**config.mk**
```make
export PLATFORM = sky130hd
export DESIGN_NAME = unordered_key_value_table
export DESIGN_NICKNAME = d
export VERILOG_FILES = /design/src/rtl/ukvt_pkg.sv /design/src/rtl/ukvt_store.sv /design/src/rtl/ukvt_ctrl.sv /design/src/rtl/unordered_key_value_table.sv
export SDC_FILE = /design/constraint.sdc
export NUM_CORES = 1
export LEC_CHECK = 0
export ABC_CLOCK_PERIOD_IN_PS = 7670
export BUFFER_PORTS_ARGS = -buffer_cell sky130_fd_sc_hd__buf_4
export CAP_MARGIN = 40
export CELL_PAD_IN_SITES_DETAIL_PLACEMENT = 1
export CELL_PAD_IN_SITES_GLOBAL_PLACEMENT = 1
export CORE_ASPECT_RATIO = 0.6
export CORE_MARGIN = 2
export CORE_UTILIZATION = 50
export CTS_CLUSTER_DIAMETER = 60
export DETAILED_ROUTE_END_ITERATION = 16
export GPL_TIMING_DRIVEN = 0
export HOLD_SLACK_MARGIN = 0.15
export PLACE_DENSITY = 0.74
export SYNTH_ARGS = -nofsm -noshare
export SYNTH_HDL_FRONTEND = slang
export SYNTH_SLANG_ARGS = --single-unit
```
**constraint.sdc**
```tcl
create_clock -name clk_i -period 7.67 [get_ports clk_i]
set_clock_uncertainty 0.15 [all_clocks]
set_input_delay 0.3835 -clock clk_i [delete_from_list [all_inputs] [get_ports clk_i]]
set_output_delay 0.3835 -clock clk_i [all_outputs]
set_load 0.05 [all_outputs]
```
**src/rtl/ukvt_pkg.sv**
```systemverilog
// ----------------------------------------------------------------------------
// Key-value table package
// Request kinds, result codes and sequencer states of the key-value table.
// ----------------------------------------------------------------------------
package ukvt_pkg;

  typedef enum logic [1:0] {
    OP_PUT = 2'd0,
    OP_GET = 2'd1,
    OP_DEL = 2'd2
  } op_e;

  typedef enum logic [2:0] {
    ST_INSERTED  = 3'd0,
    ST_UPDATED   = 3'd1,
    ST_FOUND     = 3'd2,
    ST_NOT_FOUND = 3'd3,
    ST_DELETED   = 3'd4,
    ST_FULL      = 3'd5
  } status_e;

  typedef enum logic [1:0] {
    S_IDLE,
    S_SCAN,
    S_SHIFT,
    S_DONE
  } state_e;

endpackage

```
**src/rtl/ukvt_store.sv**
```systemverilog
// ----------------------------------------------------------------------------
// Key-value table storage
// Key and value memories with one write port and one registered read port.
// ----------------------------------------------------------------------------
module ukvt_store #(
  parameter int CAPACITY   = 16,
  parameter int KEY_BITS   = 16,
  parameter int VALUE_BITS = 32,
  parameter int IDX_W      = (CAPACITY > 1) ? $clog2(CAPACITY) : 1
) (
  input  logic                  clk_i,
  input  logic                  wr_en_i,
  input  logic [IDX_W-1:0]      wr_addr_i,
  input  logic [KEY_BITS-1:0]   wr_key_i,
  input  logic [VALUE_BITS-1:0] wr_value_i,
  input  logic                  rd_en_i,
  input  logic [IDX_W-1:0]      rd_addr_i,
  output logic [KEY_BITS-1:0]   rd_key_o,
  output logic [VALUE_BITS-1:0] rd_value_o
);

  logic [KEY_BITS-1:0]   key_mem [CAPACITY];
  logic [VALUE_BITS-1:0] val_mem [CAPACITY];
  logic [KEY_BITS-1:0]   rd_key_q;
  logic [VALUE_BITS-1:0] rd_value_q;

  always_ff @(posedge clk_i) begin
    if (wr_en_i) begin
      key_mem[wr_addr_i] <= wr_key_i;
      val_mem[wr_addr_i] <= wr_value_i;
    end
  end

  always_ff @(posedge clk_i) begin
    if (rd_en_i) begin
      rd_key_q   <= key_mem[rd_addr_i];
      rd_value_q <= val_mem[rd_addr_i];
    end
  end

  assign rd_key_o   = rd_key_q;
  assign rd_value_o = rd_value_q;

endmodule

```
**src/rtl/ukvt_ctrl.sv**
```systemverilog
// ----------------------------------------------------------------------------
// Key-value table sequencer
// Scans the live entries through one key comparator, then updates, appends
// or compacts the table and hands one result to the output stage.
// ----------------------------------------------------------------------------
module ukvt_ctrl #(
  parameter int CAPACITY   = 16,
  parameter int KEY_BITS   = 16,
  parameter int VALUE_BITS = 32,
  parameter int IDX_W      = (CAPACITY > 1) ? $clog2(CAPACITY) : 1,
  parameter int CNT_W      = $clog2(CAPACITY + 1)
) (
  input  logic                  clk_i,
  input  logic                  rst_ni,
  input  logic                  in_valid_i,
  output logic                  in_ready_o,
  input  ukvt_pkg::op_e         in_op_i,
  input  logic [KEY_BITS-1:0]   in_key_i,
  input  logic [VALUE_BITS-1:0] in_value_i,
  output logic                  res_valid_o,
  input  logic                  res_ready_i,
  output ukvt_pkg::status_e     res_status_o,
  output logic [VALUE_BITS-1:0] res_value_o,
  output logic                  wr_en_o,
  output logic [IDX_W-1:0]      wr_addr_o,
  output logic [KEY_BITS-1:0]   wr_key_o,
  output logic [VALUE_BITS-1:0] wr_value_o,
  output logic                  rd_en_o,
  output logic [IDX_W-1:0]      rd_addr_o,
  input  logic [KEY_BITS-1:0]   rd_key_i,
  input  logic [VALUE_BITS-1:0] rd_value_i
);

  ukvt_pkg::state_e  state_q, state_d;
  ukvt_pkg::op_e     op_q, op_d;
  ukvt_pkg::status_e status_q, status_d;
  logic [KEY_BITS-1:0]   key_q, key_d;
  logic [VALUE_BITS-1:0] val_q, val_d;
  logic [VALUE_BITS-1:0] vout_q, vout_d;
  logic [CNT_W-1:0]      count_q, count_d;
  logic [CNT_W-1:0]      scan_q, scan_d;
  logic                  pend_q, pend_d;
  logic [IDX_W-1:0]      pidx_q, pidx_d;
  logic [IDX_W-1:0]      dst_q, dst_d;
  logic                  hit;
  logic                  more;

  // The single key comparator and the index bound check.
  assign hit  = pend_q && (rd_key_i == key_q);
  assign more = scan_q < count_q;

  always_comb begin
    state_d = state_q;
    case (state_q)
      ukvt_pkg::S_IDLE: begin
        if (in_valid_i) state_d = ukvt_pkg::S_SCAN;
      end
      ukvt_pkg::S_SCAN: begin
        if (hit && op_q == ukvt_pkg::OP_DEL) state_d = ukvt_pkg::S_SHIFT;
        else if (hit || !more) state_d = ukvt_pkg::S_DONE;
      end
      ukvt_pkg::S_SHIFT: begin
        if (!pend_q && !more) state_d = ukvt_pkg::S_DONE;
      end
      ukvt_pkg::S_DONE: begin
        if (res_ready_i) state_d = ukvt_pkg::S_IDLE;
      end
      default: state_d = ukvt_pkg::S_IDLE;
    endcase
  end

  always_comb begin
    op_d       = op_q;
    key_d      = key_q;
    val_d      = val_q;
    vout_d     = vout_q;
    status_d   = status_q;
    count_d    = count_q;
    scan_d     = scan_q;
    pend_d     = pend_q;
    pidx_d     = pidx_q;
    dst_d      = dst_q;
    in_ready_o = 1'b0;
    res_valid_o = 1'b0;
    wr_en_o    = 1'b0;
    wr_addr_o  = pidx_q;
    wr_key_o   = key_q;
    wr_value_o = val_q;
    rd_en_o    = 1'b0;
    rd_addr_o  = scan_q[IDX_W-1:0];
    case (state_q)
      ukvt_pkg::S_IDLE: begin
        in_ready_o = 1'b1;
        if (in_valid_i) begin
          op_d     = in_op_i;
          key_d    = in_key_i;
          val_d    = in_value_i;
          vout_d   = '0;
          status_d = ukvt_pkg::ST_NOT_FOUND;
          scan_d   = '0;
          pend_d   = 1'b0;
        end
      end
      ukvt_pkg::S_SCAN: begin
        pend_d = 1'b0;
        if (hit) begin
          case (op_q)
            ukvt_pkg::OP_PUT: begin
              wr_en_o  = 1'b1;
              status_d = ukvt_pkg::ST_UPDATED;
            end
            ukvt_pkg::OP_GET: begin
              vout_d   = rd_value_i;
              status_d = ukvt_pkg::ST_FOUND;
            end
            ukvt_pkg::OP_DEL: begin
              dst_d    = pidx_q;
              scan_d   = CNT_W'(pidx_q) + CNT_W'(1);
              status_d = ukvt_pkg::ST_DELETED;
            end
            default: status_d = ukvt_pkg::ST_NOT_FOUND;
          endcase
        end else if (more) begin
          rd_en_o = 1'b1;
          pend_d  = 1'b1;
          pidx_d  = scan_q[IDX_W-1:0];
          scan_d  = scan_q + CNT_W'(1);
        end else if (op_q == ukvt_pkg::OP_PUT) begin
          if (count_q == CNT_W'(CAPACITY)) begin
            status_d = ukvt_pkg::ST_FULL;
          end else begin
            wr_en_o   = 1'b1;
            wr_addr_o = count_q[IDX_W-1:0];
            count_d   = count_q + CNT_W'(1);
            status_d  = ukvt_pkg::ST_INSERTED;
          end
        end
      end
      ukvt_pkg::S_SHIFT: begin
        pend_d = more;
        if (pend_q) begin
          wr_en_o    = 1'b1;
          wr_addr_o  = dst_q;
          wr_key_o   = rd_key_i;
          wr_value_o = rd_value_i;
          dst_d      = dst_q + IDX_W'(1);
        end
        if (more) begin
          rd_en_o = 1'b1;
          scan_d  = scan_q + CNT_W'(1);
        end
        if (!pend_q && !more) count_d = count_q - CNT_W'(1);
      end
      ukvt_pkg::S_DONE: begin
        res_valid_o = 1'b1;
      end
      default: ;
    endcase
  end

  always_ff @(posedge clk_i or negedge rst_ni) begin
    if (!rst_ni) begin
      state_q <= ukvt_pkg::S_IDLE;
      count_q <= '0;
      scan_q  <= '0;
      pend_q  <= 1'b0;
    end else begin
      state_q <= state_d;
      count_q <= count_d;
      scan_q  <= scan_d;
      pend_q  <= pend_d;
    end
  end

  always_ff @(posedge clk_i) begin
    op_q     <= op_d;
    key_q    <= key_d;
    val_q    <= val_d;
    vout_q   <= vout_d;
    status_q <= status_d;
    pidx_q   <= pidx_d;
    dst_q    <= dst_d;
  end

  assign res_status_o = status_q;
  assign res_value_o  = vout_q;

endmodule

```
**src/rtl/unordered_key_value_table.sv**
```systemverilog
// ----------------------------------------------------------------------------
// Unordered key-value table
// Put, get and delete requests on a packed table searched linearly.
// ----------------------------------------------------------------------------
// One request is handled at a time. A put or get reads one entry from the key
// memory and compares it each cycle, so its time from accept to result grows
// with the number of live entries. A delete that hits also moves every later
// entry down one slot through the same read and write port.
// The result sits in an output register, so a new request is accepted while
// the previous result still waits on the master side.
module unordered_key_value_table #(
  parameter int CAPACITY   = 16,
  parameter int KEY_BITS   = 16,
  parameter int VALUE_BITS = 32
) (
  input  logic                clk_i,
  input  logic                rst_ni,
  input  logic                s_axis_tvalid,
  output logic                s_axis_tready,
  // Fields from bit 0: key, value, zero fill to whole bytes.
  input  logic [((KEY_BITS + VALUE_BITS + 7) / 8) * 8 - 1:0] s_axis_tdata,
  // Fields from bit 0: operation.
  input  logic [1:0]          s_axis_tuser,
  output logic                m_axis_tvalid,
  input  logic                m_axis_tready,
  // Fields from bit 0: value_out, zero fill to whole bytes.
  output logic [((VALUE_BITS + 7) / 8) * 8 - 1:0] m_axis_tdata,
  // Fields from bit 0: status.
  output logic [2:0]          m_axis_tuser
);

  localparam int OUT_W = ((VALUE_BITS + 7) / 8) * 8;
  localparam int IDX_W = (CAPACITY > 1) ? $clog2(CAPACITY) : 1;

  logic                  res_valid;
  logic                  res_ready;
  ukvt_pkg::status_e     res_status;
  logic [VALUE_BITS-1:0] res_value;
  logic                  wr_en;
  logic [IDX_W-1:0]      wr_addr;
  logic [KEY_BITS-1:0]   wr_key;
  logic [VALUE_BITS-1:0] wr_value;
  logic                  rd_en;
  logic [IDX_W-1:0]      rd_addr;
  logic [KEY_BITS-1:0]   rd_key;
  logic [VALUE_BITS-1:0] rd_value;

  logic                  m_valid_q, m_valid_d;
  ukvt_pkg::status_e     m_status_q;
  logic [VALUE_BITS-1:0] m_value_q;

  ukvt_ctrl #(
    .CAPACITY  (CAPACITY),
    .KEY_BITS  (KEY_BITS),
    .VALUE_BITS(VALUE_BITS)
  ) u_ctrl (
    .clk_i       (clk_i),
    .rst_ni      (rst_ni),
    .in_valid_i  (s_axis_tvalid),
    .in_ready_o  (s_axis_tready),
    .in_op_i     (ukvt_pkg::op_e'(s_axis_tuser)),
    .in_key_i    (s_axis_tdata[KEY_BITS-1:0]),
    .in_value_i  (s_axis_tdata[KEY_BITS +: VALUE_BITS]),
    .res_valid_o (res_valid),
    .res_ready_i (res_ready),
    .res_status_o(res_status),
    .res_value_o (res_value),
    .wr_en_o     (wr_en),
    .wr_addr_o   (wr_addr),
    .wr_key_o    (wr_key),
    .wr_value_o  (wr_value),
    .rd_en_o     (rd_en),
    .rd_addr_o   (rd_addr),
    .rd_key_i    (rd_key),
    .rd_value_i  (rd_value)
  );

  ukvt_store #(
    .CAPACITY  (CAPACITY),
    .KEY_BITS  (KEY_BITS),
    .VALUE_BITS(VALUE_BITS)
  ) u_store (
    .clk_i     (clk_i),
    .wr_en_i   (wr_en),
    .wr_addr_i (wr_addr),
    .wr_key_i  (wr_key),
    .wr_value_i(wr_value),
    .rd_en_i   (rd_en),
    .rd_addr_i (rd_addr),
    .rd_key_o  (rd_key),
    .rd_value_o(rd_value)
  );

  assign res_ready = !m_valid_q || m_axis_tready;

  always_comb begin
    m_valid_d = m_valid_q;
    if (res_valid && res_ready) m_valid_d = 1'b1;
    else if (m_axis_tready) m_valid_d = 1'b0;
  end

  always_ff @(posedge clk_i or negedge rst_ni) begin
    if (!rst_ni) begin
      m_valid_q <= 1'b0;
    end else begin
      m_valid_q <= m_valid_d;
    end
  end

  always_ff @(posedge clk_i) begin
    if (res_valid && res_ready) begin
      m_status_q <= res_status;
      m_value_q  <= res_value;
    end
  end

  assign m_axis_tvalid = m_valid_q;
  assign m_axis_tdata  = OUT_W'(m_value_q);
  assign m_axis_tuser  = m_status_q;

  a_busy_after_accept: assert property (@(posedge clk_i) disable iff (!rst_ni)
    (s_axis_tvalid && s_axis_tready) |=> !s_axis_tready)
    else $error("request accepted while the previous one is in progress");

  a_no_accept_with_result: assert property (@(posedge clk_i) disable iff (!rst_ni)
    res_valid |-> !s_axis_tready)
    else $error("input ready while a result is pending in the sequencer");

  a_value_only_on_found: assert property (@(posedge clk_i) disable iff (!rst_ni)
    (m_axis_tvalid && m_axis_tuser != ukvt_pkg::ST_FOUND) |-> (m_axis_tdata == '0))
    else $error("nonzero value returned without a successful lookup");

endmodule

```
==> results.txt <==
Post-cts resize count - 0
Library cell appearing most often on the critical path - buf_4
Reg-to-Reg Start - u_ctrl.key_q[12]$_DFFE_PP_
Ratio of routed vias to standard cells - 6.085
Depth of the worst register-to-register path - 12
Startpoint of the lowest-slack hold path - u_ctrl.res_value_o[15]$_SDFFCE_PN0P_
Number of register bits inferred by synthesis - 958
Critical path type - reg -> reg
Fraction of post-synthesis cell area in the top cell type by area - 77.07%
# DRC - 0
Largest fanout on the critical path - 8
Class of the tightest hold or removal check - reg -> reg
Gp weighted congestion - 0.8388
Period Utilization, post-route - 68.31%
Hold endpoint - m_axis_tdata[15]$_DFFE_PP_
Number of placement rows - 76
Number of hold-slack violations in the final timing report - 0
Sequence of cells on the critical path - xnor2_1 > nand4_1 > or2_4 > nor4_4 > nor3_4 > o2111a_1 > nor4_2 > buf_4 > buf_2 > buf_4 > buf_4 > buf_4
Post-CTS Setup Bufs - 0
Pre-CTS WS - 2.432 ns
Hold slack final - 0.2688 ns
Actual slew at the worst max-slew pin - 1.011 ns
Top cells by area in the synthesized netlist - edfxtp_1 (77%), mux4_2 (15%), mux2_2 (1.5%)
Clock slew seen by the registers of the worst setup and hold paths - 0.07 ns
Part of the Yosys area used for sequential elements - 78.02%
Number of buffer and inverter stages on the critical path - 5
Worst reg2reg path endpoint - u_store.val_mem[15][1]$_DFFE_PP_
Min Tclk post-route - 5.240 ns
Family with the most delay on the worst path - simple AND/OR/NAND/NOR gates
Overall die area - 75820 um^2
Count of final setup violators - 0
Number of CTS-inserted buffers - 86
Antenna violations before repair - 1
Peak Freq - 0.1909 GHz
Total standard cell area after synthesis - 36780 um^2
Count of boundary I/O pins - 91
Global route overflow - 0
Pleak - 14.36 nW
Final ANT Viol Nets - 0
PwrDens - 346.7 nW/um^2
MaxCap Viol Count - 0
Cts hold-fix bufs - 54
Fin worst setup slack - 2.430 ns
EDFF count, synth - 944
Cell type contributing the most total cell area after synthesis - edfxtp_1
Cell variety after synth - 62
CTS H-tree lvls - 3
Commonest cells in the synthesized netlist - edfxtp_1 (944), mux4_2 (240), mux2_2 (49)
Final core utilization - 61.07%
Pre-antenna DRT Iters - 8
Library cell used as clock root buffer - clkbuf_16
Reg-to-reg slack, setup - 2.43 ns
Crit path capture type - flop
Sink count of the clock tree - 958
Number of port buffers - 90
Cell with the largest stage delay on the worst path - nor4_2
Net count after synthesis - 1653
DPL Wire Length - 68140 um
Final Net Count - 2112
Layout cells sized above 1 - 36.85%
Count of cells along the worst hold path - 0
Pin count of the biggest net entering global routing - 28
Data required, critical path - 7.87 ns
Die width - 354.2 um
Mean cell area of the mapped netlist - 23.28 um^2
Core Box Area - 72270 um^2
Wire length of the first global-routing pass - 140600 um
Fraction of registers with async set or reset after synthesis - 1.461%
Deepest clock path buffer count - 3
RSZ-0062 raised after global routing - no
P&R area growth vs syn - 19.99%
Yosys warning total - 0
Slew headroom - 32.13%
Most used flip-flop cell after synthesis - edfxtp_1
Global-route usage over all layers - 26.02%
Starting utilization of the core area - 50.90%
Via count - 18.75k
Clock latency reported for the late side of the worst-skew pair - 0.66 ns
CP startpoint kind - flop
Die height - 214.1 um
Count of pins over their slew limit - 0
CP peak stage delay - 0.86 ns
Outcome - completed
Initial detailed-routing violation count - 2005
Wire length per cell - 31.42 um
CTS tree - yes
Vias in the first global route - 19.81k
Number of instances in the synthesized netlist - 1580
Post-Route WL - 96840 um
Most repeated cell in the gate-level netlist after synthesis - edfxtp_1
Arrival time of data at the critical path endpoint - 5.44 ns
Maximum vdd ir drop - 0.0002233 V
==> routing by layer <==
layer | share of wire [%] | GRT usage, %
met4 | 2.7 | 7.175
met1 | 41 | 37.02
met5 | 0 | 0
met3 | 8.3 | 5.430
met2 | 48 | 41.42
==> cells by family after synthesis <==
kind of cell    Yosys count  share of synthesized area [%]
xor+xnor                 25                         0.5953
fa+ha+maj                19                         0.6667
mux                     296                          16.39
buf+inv                  93                          1.007
compound gates           66                          1.395
flops                   958                          78.02
simple gates            123                          1.932
==> cells in the final DEF, fill, tap and decap left out, types with 12 or more instances in the layout <==
cell             n
a21oi_1         13
and2_1          34
buf_1           20
buf_2           19
buf_4          248
buf_6           27
buf_8           21
clkbuf_1        58
clkbuf_16       88
clkinv_1        21
clkinv_2        17
dfrtp_1         14
dlygate4sd3_1   54
edfxtp_1       944
ha_1            18
inv_1           17
mux2_2          49
mux4_2         240
nand2_1         29
nor4_2          12
xnor2_1         21
==> flip-flops by register name, indices dropped and copies added (netlist names), 3 cells and up <==
name                 flops
u_ctrl.res_status_o      3
u_ctrl.dst_q             4
u_ctrl.pidx_q            4
u_ctrl.val_q            32
u_ctrl.count_q           5
u_store.rd_key_o        16
u_store.val_mem        512
u_store.key_mem        256
m_axis_tuser             3
u_ctrl.scan_q            5
u_ctrl.key_q            16
m_axis_tdata            32
u_store.rd_value_o      32
u_ctrl.res_value_o      32
==> worst max-delay path by stage <==
| stage | start | endpoint | slack, ns | cells after the start |
|---|---|---|---|---|
| final | u_ctrl.key_q[12]$_DFFE_PP_ | u_store.val_mem[15][1]$_DFFE_PP_ | 2.43 | 12 |
| after global routing | u_store.rd_key_o[12]$_DFFE_PP_ | u_store.val_mem[11][6]$_DFFE_PP_ | 2.34 | 13 |
| after CTS | u_ctrl.key_q[12]$_DFFE_PP_ | u_store.val_mem[9][6]$_DFFE_PP_ | 2.38 | 13 |
| after detailed placement | u_ctrl.key_q[12]$_DFFE_PP_ | u_store.val_mem[9][6]$_DFFE_PP_ | 2.43 | 13 |
| after global placement | u_ctrl.key_q[12]$_DFFE_PP_ | u_store.val_mem[14][1]$_DFFE_PP_ | -7.33 | 8 |
| after floorplan | u_ctrl.key_q[4]$_DFFE_PP_ | u_store.key_mem[9][0]$_DFFE_PP_ | -0.01 | 8 |
==> layout make-up <==
type	instances	area [um^2]
clock inverter	57	531.8
fill	6017	28130
tap	975	1220
sequential	958	28700
timing repair buffer	371	3237
buffer	75	302.8
inverter	18	67.56
antenna	1	2.502
multi-input combinational	529	7838
clock buffer	98	2240
==> where the power goes <==
group / total (mW) / internal, mW / switching (mW)
Sequential: 6.98 / 6.73 / 0.253
Combinational: 3.99 / 1.52 / 2.47
Clock: 4.33 / 2.41 / 1.93
Total: 15.3 / 10.7 / 4.64
==> through the flow <==
step                cells  cell area (um^2)  power (mW)  setup TNS [ns]
detailed placement   2867             40790       11.00               0
global placement     2645             38680       10.50        -5238.33
finish               3082             44140       15.30               0
global route         3081             44130       15.81               0
floorplan            1580             36780       9.318          -1.427
CTS                  3076             44100       15.34               0
No activity file was read; power rests on OpenSTA's default activity.
